### config.mk
export PLATFORM = sky130hd
export DESIGN_NAME = keyed_list_insert_remove_compact
export DESIGN_NICKNAME = d
export VERILOG_FILES = /design/src/rtl/core/klirc_pkg.sv /design/src/rtl/core/klirc_cell.sv /design/src/rtl/core/keyed_list_insert_remove_compact.sv
export VERILOG_INCLUDE_DIRS = /design/src /design/src/rtl/core
export SDC_FILE = /design/constraint.sdc
export NUM_CORES = 2
export LEC_CHECK = 0
export ABC_AREA = 1
export BUFFER_PORTS_ARGS = -buffer_cell sky130_fd_sc_hd__buf_2
export CORE_ASPECT_RATIO = 0.9
export CORE_MARGIN = 4
export CORE_UTILIZATION = 58
export DETAILED_ROUTE_END_ITERATION = 16
export MAX_ROUTING_LAYER = met4
export PLACE_DENSITY = 0.77
export SLEW_MARGIN = 20
export SYNTH_ARGS = -nofsm -noshare
export SYNTH_HDL_FRONTEND = slang
export SYNTH_HIERARCHICAL = 1
export SYNTH_SLANG_ARGS = --single-unit
### constraint.sdc
create_clock -name clk -period 9.42 [get_ports clk]
set_input_delay 1.884 -clock clk [delete_from_list [all_inputs] [get_ports clk]]
set_output_delay 1.884 -clock clk [all_outputs]
set_load 0.01 [all_outputs]
### src/rtl/core/keyed_list_insert_remove_compact_defines.svh
// ----------------------------------------------------------------------------
// keyed_list_insert_remove_compact_defines
// Assertion macros used by the top module of the keyed list block.
// ----------------------------------------------------------------------------
`ifndef KEYED_LIST_INSERT_REMOVE_COMPACT_DEFINES_SVH
`define KEYED_LIST_INSERT_REMOVE_COMPACT_DEFINES_SVH

// The condition holds at every clock edge outside reset.
`define KLIRC_ASSERT_ALWAYS(label, cond, msg) \
  label: assert property (@(posedge clk) disable iff (rst) (cond)) else $error(msg);

// When the trigger holds, the consequence holds in the next cycle.
`define KLIRC_ASSERT_NEXT(label, trig, cons, msg) \
  label: assert property (@(posedge clk) disable iff (rst) (trig) |=> (cons)) \
    else $error(msg);

`endif

### src/rtl/core/klirc_pkg.sv
// ----------------------------------------------------------------------------
// klirc_pkg
// Types and codes shared by the keyed list with insert and compacting remove.
// ----------------------------------------------------------------------------
package klirc_pkg;

  localparam int CAPACITY_DEF = 16;
  localparam int KEY_W        = 56;
  localparam int STATUS_W     = 3;
  localparam int COUNT_OUT_W  = 5;

  localparam logic OP_INSERT = 1'b0;
  localparam logic OP_REMOVE = 1'b1;

  localparam logic [STATUS_W-1:0] ST_INSERTED = 3'd0;
  localparam logic [STATUS_W-1:0] ST_FULL     = 3'd1;
  localparam logic [STATUS_W-1:0] ST_REMOVED  = 3'd2;
  localparam logic [STATUS_W-1:0] ST_NOTFOUND = 3'd3;
  localparam logic [STATUS_W-1:0] ST_EMPTY    = 3'd4;

  typedef struct packed {
    logic             operation;
    logic [KEY_W-1:0] key;
  } cmd_t;

  typedef struct packed {
    logic [STATUS_W-1:0]    status;
    logic [COUNT_OUT_W-1:0] count_after;
    logic [COUNT_OUT_W-1:0] free_slots;
  } result_t;

  // Per-cycle control broadcast to every cell of the chain.
  typedef struct packed {
    logic insert_go;
    logic remove_go;
  } cell_ctl_t;

endpackage

### src/rtl/core/klirc_cell.sv
// ----------------------------------------------------------------------------
// klirc_cell
// One slot of the list: holds a key, compares it and shifts from its neighbor.
// ----------------------------------------------------------------------------
module klirc_cell #(
  parameter int INDEX = 0,
  parameter int CNT_W = 5
) (
  input  logic                      clk,
  input  klirc_pkg::cell_ctl_t      ctl,
  input  logic [CNT_W-1:0]          count,
  input  logic [klirc_pkg::KEY_W-1:0] key_in,
  input  logic [klirc_pkg::KEY_W-1:0] upper_key,
  input  logic                      found_in,
  output logic                      found_out,
  output logic [klirc_pkg::KEY_W-1:0] stored
);

  logic occupied;
  logic match;
  logic is_tail;

  assign occupied  = count > CNT_W'(INDEX);
  assign is_tail   = count == CNT_W'(INDEX);
  assign match     = occupied && (stored == key_in);
  // Once a match is seen at or below this slot, on a remove every slot from here up
  // takes the key of its upper neighbor.
  assign found_out = found_in || match;

  always_ff @(posedge clk) begin
    if (ctl.remove_go && found_out) begin
      stored <= upper_key;
    end else if (ctl.insert_go && is_tail) begin
      stored <= key_in;
    end
  end

endmodule

### src/rtl/core/keyed_list_insert_remove_compact.sv
// ----------------------------------------------------------------------------
// keyed_list_insert_remove_compact
// Bounded list of 56-bit keys in arrival order with keyed, compacting remove.
// ----------------------------------------------------------------------------
// An item is taken in at every rising edge where start is high; busy never
// rises, so a new item may follow in every cycle. Each item gives exactly one
// result, shown on the result port with done high during the cycle after the
// transfer. The whole search, delete and shift happen in the transfer cycle
// through a row of CAPACITY cells, each comparing its key in parallel and
// passing a found flag up the row; that flag ripple sets the clock limit.
// The receiver cannot stall, so results must be captured as they appear.
module keyed_list_insert_remove_compact #(
  parameter int CAPACITY = klirc_pkg::CAPACITY_DEF
) (
  input  logic               clk,
  input  logic               rst,
  input  logic               start,
  output logic               busy,
  input  klirc_pkg::cmd_t    request,
  output logic               done,
  output klirc_pkg::result_t response
);

  `include "keyed_list_insert_remove_compact_defines.svh"

  localparam int CNT_W = $clog2(CAPACITY + 1);

  logic [CNT_W-1:0]              count;
  logic [CNT_W-1:0]              count_next;
  logic [klirc_pkg::STATUS_W-1:0] status_next;
  klirc_pkg::cell_ctl_t          ctl;
  logic                          full;
  logic                          empty;
  logic [31:0]                   count_ext;
  logic [31:0]                   free_ext;
  logic [CAPACITY:0]             found;
  logic [klirc_pkg::KEY_W-1:0]   keys [CAPACITY];

  assign busy     = 1'b0;
  assign full     = count == CNT_W'(CAPACITY);
  assign empty    = count == '0;
  assign found[0] = 1'b0;

  assign ctl.insert_go = start && (request.operation == klirc_pkg::OP_INSERT) && !full;
  assign ctl.remove_go = start && (request.operation == klirc_pkg::OP_REMOVE) && !empty;

  for (genvar i = 0; i < CAPACITY; i++) begin : g_cell
    logic [klirc_pkg::KEY_W-1:0] upper;
    if (i == CAPACITY - 1) begin : g_last
      assign upper = keys[i];
    end else begin : g_mid
      assign upper = keys[i+1];
    end
    klirc_cell #(
      .INDEX (i),
      .CNT_W (CNT_W)
    ) u_cell (
      .clk       (clk),
      .ctl       (ctl),
      .count     (count),
      .key_in    (request.key),
      .upper_key (upper),
      .found_in  (found[i]),
      .found_out (found[i+1]),
      .stored    (keys[i])
    );
  end

  always_comb begin
    count_next  = count;
    status_next = klirc_pkg::ST_INSERTED;
    if (request.operation == klirc_pkg::OP_INSERT) begin
      if (full) begin
        status_next = klirc_pkg::ST_FULL;
      end else begin
        status_next = klirc_pkg::ST_INSERTED;
        count_next  = count + CNT_W'(1);
      end
    end else if (empty) begin
      status_next = klirc_pkg::ST_EMPTY;
    end else if (found[CAPACITY]) begin
      status_next = klirc_pkg::ST_REMOVED;
      count_next  = count - CNT_W'(1);
    end else begin
      status_next = klirc_pkg::ST_NOTFOUND;
    end
  end

  assign count_ext = 32'(count_next);
  assign free_ext  = 32'(CAPACITY) - count_ext;

  always_ff @(posedge clk) begin
    if (rst) begin
      count <= '0;
      done  <= 1'b0;
    end else begin
      done <= start;
      if (start) begin
        count <= count_next;
      end
    end
  end

  always_ff @(posedge clk) begin
    if (start) begin
      response.status      <= status_next;
      response.count_after <= count_ext[klirc_pkg::COUNT_OUT_W-1:0];
      response.free_slots  <= free_ext[klirc_pkg::COUNT_OUT_W-1:0];
    end
  end

  `KLIRC_ASSERT_ALWAYS(a_count_bound, count <= CNT_W'(CAPACITY), "count above capacity")
  `KLIRC_ASSERT_NEXT(a_one_result, start, done, "transfer without a result")
  `KLIRC_ASSERT_NEXT(a_remove_shrinks, ctl.remove_go && found[CAPACITY],
                     count == $past(count) - CNT_W'(1), "remove hit did not shrink list")
  `KLIRC_ASSERT_NEXT(a_full_holds,
                     start && (request.operation == klirc_pkg::OP_INSERT) && full,
                     count == $past(count) && response.status == klirc_pkg::ST_FULL,
                     "insert into full list changed it")

endmodule
=== Word level (Yosys, flattened, before mapping) ===
Index checks and enable logic that the tools add are counted.

* Register bits after elaboration: 915
* Input port bits: 60
* Output and inout bits: 15
* Logic and storage cells: 198

* $add $sub $neg: 3
* $lt $le $gt $ge: 16
* Eq/ne operators: 32
* Mux-type cells: 38
* Bitwise logic cells: 2
* Reductions and logical operators: 86

{| class="wikitable"
|+ Operator list
! cell !! number
|-
| $mux W56 || 30
|-
| $eq A56 B56 Y1 || 16
|-
| $logic_and A1 B1 Y1 || 52
|-
| $eq A5 B4 Y1 const B || 8
|-
| $gt A5 B4 Y1 const B || 8
|-
| $reduce_bool A2 Y1 || 15
|-
| $eq A5 B3 Y1 const B || 4
|-
| $gt A5 B3 Y1 const B || 4
|-
| $mux W5 || 4
|-
| $logic_or A1 B1 Y1 || 15
|-
| $eq A5 B2 Y1 const B || 2
|-
| $gt A5 B1 Y1 const B || 2
|-
| $gt A5 B2 Y1 const B || 2
|-
| $mux W3 || 2
|-
| $add A5 B1 Y5 const B || 1
|-
| $eq A5 B1 Y1 const B || 1
|-
| $eq A5 B5 Y1 const B || 1
|-
| $logic_not A5 Y1 || 1
|-
| $sub A5 B1 Y5 const B || 1
|-
| $sub A5 B5 Y5 const A || 1
|-
| $logic_not A1 Y1 || 2
|-
| $mux W1 || 2
|-
| $not A1 Y1 || 2
|-
| $reduce_and A2 Y1 || 1
|}

=== Depth between registers and ports, before layout ===
* Depth after elaboration: 21
* Depth in mapped cells: 68
* Gate-level depth less buffers: 51

=== By module ===
Netlist, hierarchy kept.

{| class="wikitable"
|+ By module, submodules not included
! module !! times used !! cells an instance !! area an instance (µm²) !! sequential area each (µm²)
|-
| klirc_cell (g_cell[10].u_cell) || 1 || 544 || 3684.8 || 1681.6
|-
| klirc_cell (g_cell[13].u_cell) || 1 || 543 || 3681.0 || 1681.6
|-
| klirc_cell (g_cell[2].u_cell) || 1 || 543 || 3679.8 || 1681.6
|-
| klirc_cell (g_cell[8].u_cell) || 1 || 545 || 3676.0 || 1681.6
|-
| klirc_cell (g_cell[9].u_cell) || 1 || 540 || 3672.3 || 1681.6
|-
| klirc_cell (g_cell[12].u_cell) || 1 || 536 || 3668.5 || 1681.6
|-
| klirc_cell (g_cell[4].u_cell) || 1 || 539 || 3667.3 || 1681.6
|-
| klirc_cell (g_cell[0].u_cell) || 1 || 541 || 3666.0 || 1681.6
|-
| klirc_cell (g_cell[5].u_cell) || 1 || 530 || 3648.5 || 1681.6
|-
| klirc_cell (g_cell[14].u_cell) || 1 || 529 || 3637.2 || 1681.6
|-
| klirc_cell (g_cell[7].u_cell) || 1 || 532 || 3636.0 || 1681.6
|-
| klirc_cell (g_cell[11].u_cell) || 1 || 527 || 3628.5 || 1681.6
|-
| klirc_cell (g_cell[6].u_cell) || 1 || 527 || 3626.0 || 1681.6
|-
| klirc_cell (g_cell[15].u_cell) || 1 || 523 || 3616.0 || 1681.6
|-
| 3 more rows || n/a || n/a || n/a || n/a
|}

=== Worst setup path before layout ===
OpenSTA, ideal clock, no wires.

* Path kind: input to register
* From: input port request[8] in the netlist's numbering
* To: register g_cell[14].u_cell/stored[0] in the netlist's numbering (enable)
* Library setup time: 0.477 ns
* Data arrival time: 8.984 ns
* Required time: 8.943 ns
* Path slack: -0.041 ns
* Cell stages on the path: 56
* Buffers on the path: 16
* Path through: inv_1 > nand2_1 > nand2_1 > nor2_1 > nand2_1 > nor2_1 > nand2_1 > nor2_1 > nand2_1 > nand2_2 > buf_2 > inv_1 > nand2_2 > buf_2 > inv_1 > nand2_2 > buf_2 > inv_1 > [20 not listed] > inv_1 > nand2_2 > buf_2 > inv_1 > nand2_2 > buf_2 > inv_1 > nand2_1 > buf_2 > inv_1 > nand2_2 > buf_2 > inv_1 > nand2_2 > nand2_1 > buf_6 > buf_6 > o21ai_1

* Cells in the longest elaborated chain, start to end: 18
* Elaborated cells between the ends (all ways): 46
* Classes of those cells: 15 x eq/ne; 31 x reduce/logical

{| class="wikitable"
|+ RTL lines
! item !! line !! text
|-
| start: declaration || keyed_list_insert_remove_compact.sv:19 || <nowiki>input klirc_pkg::cmd_t request,</nowiki>
|-
| $eq A56 B56 Y1 || klirc_cell.sv:25 || <nowiki>assign match = occupied && (stored == key_in);</nowiki>
|-
| $logic_and A1 B1 Y1 || klirc_cell.sv:25 ||
|-
| via found[1] || keyed_list_insert_remove_compact.sv:36 || <nowiki>logic [CAPACITY:0] found;</nowiki>
|-
| $logic_or A1 B1 Y1 || klirc_cell.sv:28 || <nowiki>assign found_out = found_in || match;</nowiki>
|-
| via found[2] || keyed_list_insert_remove_compact.sv:36 ||
|-
| $logic_or A1 B1 Y1 || klirc_cell.sv:28 ||
|-
| via found[3] || keyed_list_insert_remove_compact.sv:36 ||
|-
| $logic_or A1 B1 Y1 || klirc_cell.sv:28 ||
|-
| via found[4] || keyed_list_insert_remove_compact.sv:36 ||
|-
| [1 not listed] || n/a ||
|-
| via found[5] || keyed_list_insert_remove_compact.sv:36 ||
|-
| [1 not listed] || n/a ||
|-
| via found[6] || keyed_list_insert_remove_compact.sv:36 ||
|-
| [1 not listed] || n/a ||
|-
| via found[7] || keyed_list_insert_remove_compact.sv:36 ||
|-
| [1 not listed] || n/a ||
|-
| via found[8] || keyed_list_insert_remove_compact.sv:36 ||
|-
| [1 not listed] || n/a ||
|-
| via found[9] || keyed_list_insert_remove_compact.sv:36 ||
|-
| [1 not listed] || n/a ||
|-
| via found[10] || keyed_list_insert_remove_compact.sv:36 ||
|-
| [1 not listed] || n/a ||
|-
| via found[11] || keyed_list_insert_remove_compact.sv:36 ||
|-
| [1 not listed] || n/a ||
|-
| via found[12] || keyed_list_insert_remove_compact.sv:36 ||
|-
| $logic_or A1 B1 Y1 || klirc_cell.sv:28 ||
|-
| via found[13] || keyed_list_insert_remove_compact.sv:36 ||
|-
| $logic_or A1 B1 Y1 || klirc_cell.sv:28 ||
|-
| via found[14] || keyed_list_insert_remove_compact.sv:36 ||
|-
| $logic_or A1 B1 Y1 || klirc_cell.sv:28 ||
|-
| $logic_and A1 B1 Y1 || klirc_cell.sv:31 || <nowiki>if (ctl.remove_go && found_out) begin</nowiki>
|-
| $reduce_bool A2 Y1 (no line) || n/a ||
|-
| end signal: assignment || klirc_cell.sv:32 || <nowiki>stored <= upper_key;</nowiki>
|-
| end signal: assignment || klirc_cell.sv:34 || <nowiki>stored <= key_in;</nowiki>
|-
| end: declaration || klirc_cell.sv:16 || <nowiki>output logic [klirc_pkg::KEY_W-1:0] stored</nowiki>
|}

The timed path passes the listed nets, and every way through them passes these cells.
A chain may end at the register's enable or synchronous reset.

=== Worst setup path after layout ===
* From: input port request[10] in the netlist's numbering
* To: register g_cell[15].u_cell/stored[13] in the netlist's numbering (enable)

* Cells in the longest elaborated chain, start to end: 20
* Elaborated cells between the ends (all ways): 50
* Classes of those cells: 16 x eq/ne; 1 x bitwise; 33 x reduce/logical

{| class="wikitable"
|+ RTL lines
! item !! line
|-
| $eq A56 B56 Y1 || klirc_cell.sv:25
|-
| $logic_and A1 B1 Y1 || klirc_cell.sv:25
|-
| via found[1] || keyed_list_insert_remove_compact.sv:36
|-
| $logic_or A1 B1 Y1 || klirc_cell.sv:28
|-
| via found[2] || keyed_list_insert_remove_compact.sv:36
|-
| $logic_or A1 B1 Y1 || klirc_cell.sv:28
|-
| via found[3] || keyed_list_insert_remove_compact.sv:36
|-
| $logic_or A1 B1 Y1 || klirc_cell.sv:28
|-
| via found[4] || keyed_list_insert_remove_compact.sv:36
|-
| [1 not listed] || n/a
|-
| via found[5] || keyed_list_insert_remove_compact.sv:36
|-
| [1 not listed] || n/a
|-
| via found[6] || keyed_list_insert_remove_compact.sv:36
|-
| [1 not listed] || n/a
|-
| via found[7] || keyed_list_insert_remove_compact.sv:36
|-
| [1 not listed] || n/a
|-
| via found[8] || keyed_list_insert_remove_compact.sv:36
|-
| [1 not listed] || n/a
|-
| via found[9] || keyed_list_insert_remove_compact.sv:36
|-
| [1 not listed] || n/a
|-
| via found[10] || keyed_list_insert_remove_compact.sv:36
|-
| [1 not listed] || n/a
|-
| via found[11] || keyed_list_insert_remove_compact.sv:36
|-
| [1 not listed] || n/a
|-
| via found[12] || keyed_list_insert_remove_compact.sv:36
|-
| [1 not listed] || n/a
|-
| via found[13] || keyed_list_insert_remove_compact.sv:36
|-
| [1 not listed] || n/a
|-
| via found[14] || keyed_list_insert_remove_compact.sv:36
|-
| $logic_or A1 B1 Y1 || klirc_cell.sv:28
|-
| via found[15] || keyed_list_insert_remove_compact.sv:36
|-
| $logic_or A1 B1 Y1 || klirc_cell.sv:28
|-
| via found[16] || keyed_list_insert_remove_compact.sv:36
|-
| $logic_and A1 B1 Y1 || klirc_cell.sv:31
|-
| $not A1 Y1 (no line) || n/a
|-
| $reduce_and A2 Y1 (no line) || n/a
|-
| end signal: assignment || klirc_cell.sv:32
|-
| end signal: assignment || klirc_cell.sv:34
|-
| end: declaration || klirc_cell.sv:16
|}

The timed path passes the listed nets, and every way through them passes these cells.

==> metrics <==
worst-path fanout max=58; DR WL/cell=18.3 µm; crit end category=flip-flop; die extent in x=346 µm; Tot GR Track Use=34.5%; DRC violation count after routing=0; Final Hold Viols=0; WP data arrival=7.71 ns; Final Cell Area=63,900 µm²; status=completed; antenna violations before repair=5; share of layout cells above drive strength 1=4.50%; EDFF count, synth=908; CP Buf/Inv Count=20; kind of critical path=primary input to flip-flop; Top FF cell, synth=edfxtp_1; Mean Syn Cell Area=6.87 µm²; placed instance area=60,800 µm²; PortBufs=73; Max Transition Viols Final=0; Post-Place Worst Slack=1.47 ns; Core Region=102,000 µm²; H-tree Lvls=3; Static Leak=33.7 nW; total CTS buffers=98; Fmax=135 MHz; Post-Syn Instances=8,664; slowest CP cell=buf_2; Final #Nets=8,724; Overflow after GRT=0; initial core utilization=58.5%; post-synth top area share=45.8%; CTS root buf=clkbuf_16; fin util=62.8%; Die Y=312 µm; period utilization=78.5%; maximum VDD drop=0.000139 V; gpl congestion=0.969; Rows=111; Fillers=8,868; #FFs+latches synth=914; # setup viols final=0; die area=108,000 µm²; CTS Buffer Depth=3; register area share after synthesis=46.0%; asr flop ratio synth=0%; clk_lat worst skew=0.68 ns; Area growth syn-to-layout=7.39%; pin count of the biggest net entering global routing=204; Pre-Repair DR Iteration Count=7; total wire length=185 mm; Worst Tran Pin Value=1.14 ns; Max-slew headroom=23.8%; Synth cell types=34; power per cell area=161 nW/µm²; setup TNS=0 ns; clock slew at reported path FFs=0.06 ns; crit-path leading delay family=buffers and inverters; CTS tree=yes; antenna viol nets, final=0; RSZ-0062 raised after global routing=no; global-route wire length before repair=282 mm; DR iter-0 viols=5,921; Required @ worst endpoint=9.74 ns; Tmin final=7.40 ns; slowest stage delay, CP=0.78 ns; routed vias/inst=5.36; Post-Syn Area=59,500 µm²; hold crit path type=flip-flop to flip-flop; most frequent cells in the layout=3,982 x nand2_1, 1,340 x inv_1, 935 x nand3_1; clock sinks=914; most common cell after layout, fill and taps aside=nand2_1; post-CTS setup buffers=0; DP Wirelength=129 mm; Top cell by count, worst path=nand2_2; post-CTS sizing=0; skew final=0.0213 ns; io pins=75; CP Launch Type=primary input; top cells by area, synth=edfxtp_1 46%, nand2_1 25%, inv_1 8.5%; max-cap violations=0; setup ws final=2.02 ns; cell taking the most area after synthesis=edfxtp_1; DR vias=54,100; Yosys warnings=6; hold buffer count at cts=0; number of global-route vias before repair=50,300
-- synthesized netlist by cell type (3+ instances only) --
cell      instances
nor2_1          894
clkbuf_1        122
inv_2             5
edfxtp_1        908
ha_1              3
nand2_4           4
o21ai_0          21
nand2_2          16
nand2_1        4009
a21oi_1          11
nand3_1         935
o21ai_1          32
dfxtp_1           6
xnor2_1         137
xor2_1           17
buf_4            64
inv_1          1341
buf_6            68
buf_2            38
nand4_1          15
or2_2             3
-- layer usage --
layer | vias up | GRT usage [%] | routed length [µm]
met3 | 609 | 3.81 | 14600
li1 | 26400 | - | -
met5 | - | - | 0
met1 | 24400 | 40.4 | 68100
met2 | 2626 | 56.1 | 86400
met4 | 0 | 23.9 | 15600
-- sequential cells by signal (all words and copies together) (netlist names) --
signal                flops
count                     5
done                      1
response                 12
g_cell.u_cell/stored    896
-- path summary, 6_finish.rpt --
kind / from / to / slack (ns) / cells past startpoint
hold reg to reg: g_cell[8].u_cell/stored[13] / g_cell[7].u_cell/stored[13] / 0.57 / 2
setup reg to reg: g_cell[0].u_cell/stored[42] / g_cell[15].u_cell/stored[13] / 3.04 / 42
hold / removal: g_cell[8].u_cell/stored[13] / g_cell[7].u_cell/stored[13] / 0.57 / 2
setup / recovery: request[10] / g_cell[15].u_cell/stored[13] / 2.02 / 46
-- final cells by class --
cell class                      instances  area (µm²)  share of cell area (%)
Antenna cell                            3        7.51                  0.0117
Clock buffer                          118        2630                    4.12
Tap cell                             1356        1700                    2.66
Clock inverter                         63         478                   0.748
Inverter                             1348        5070                    7.93
Multi-Input combinational cell       6108       25400                    39.7
Timing Repair Buffer                  191        1280                    2.00
Sequential cell                       914       27400                    42.9
-- power breakdown --
part	total [mW]	internal (mW)	switching (mW)
Combinational	1.56	0.418	1.14
Sequential	4.85	4.73	0.125
Clock	3.86	2.19	1.66
-- per-stage QoR --
stage	cells	power, mW	hold WS [ns]
2_1_floorplan	8665	5.89	0.549
3_3_place_gp	9917	6.41	0.562
3_5_place_dp	9917	6.46	0.567
4_1_cts	10100	10.3	0.572
5_1_grt	10100	10.7	0.609
6_report	10100	10.3	0.572
-- worst reg2reg max path: cells and delay by family (launching register included) --
family / cells / cell delay [ns]
XOR/XNOR: 1 / 0.71
buffers and inverters: 18 / 2.17
flip-flops: 1 / 0.58
AND/OR/NAND/NOR: 23 / 2.55
-- cells by family after synthesis --
group | after synthesis | share of synthesized area (%)
xor+xnor | 154 | 2.27
flops | 914 | 46.0
simple gates | 5884 | 39.4
compound gates | 65 | 0.549
fa+ha+maj | 3 | 0.0631
other cells | 1 | 0.00630
buf+inv | 1643 | 11.7
No activity file was read; power rests on OpenSTA's default activity.
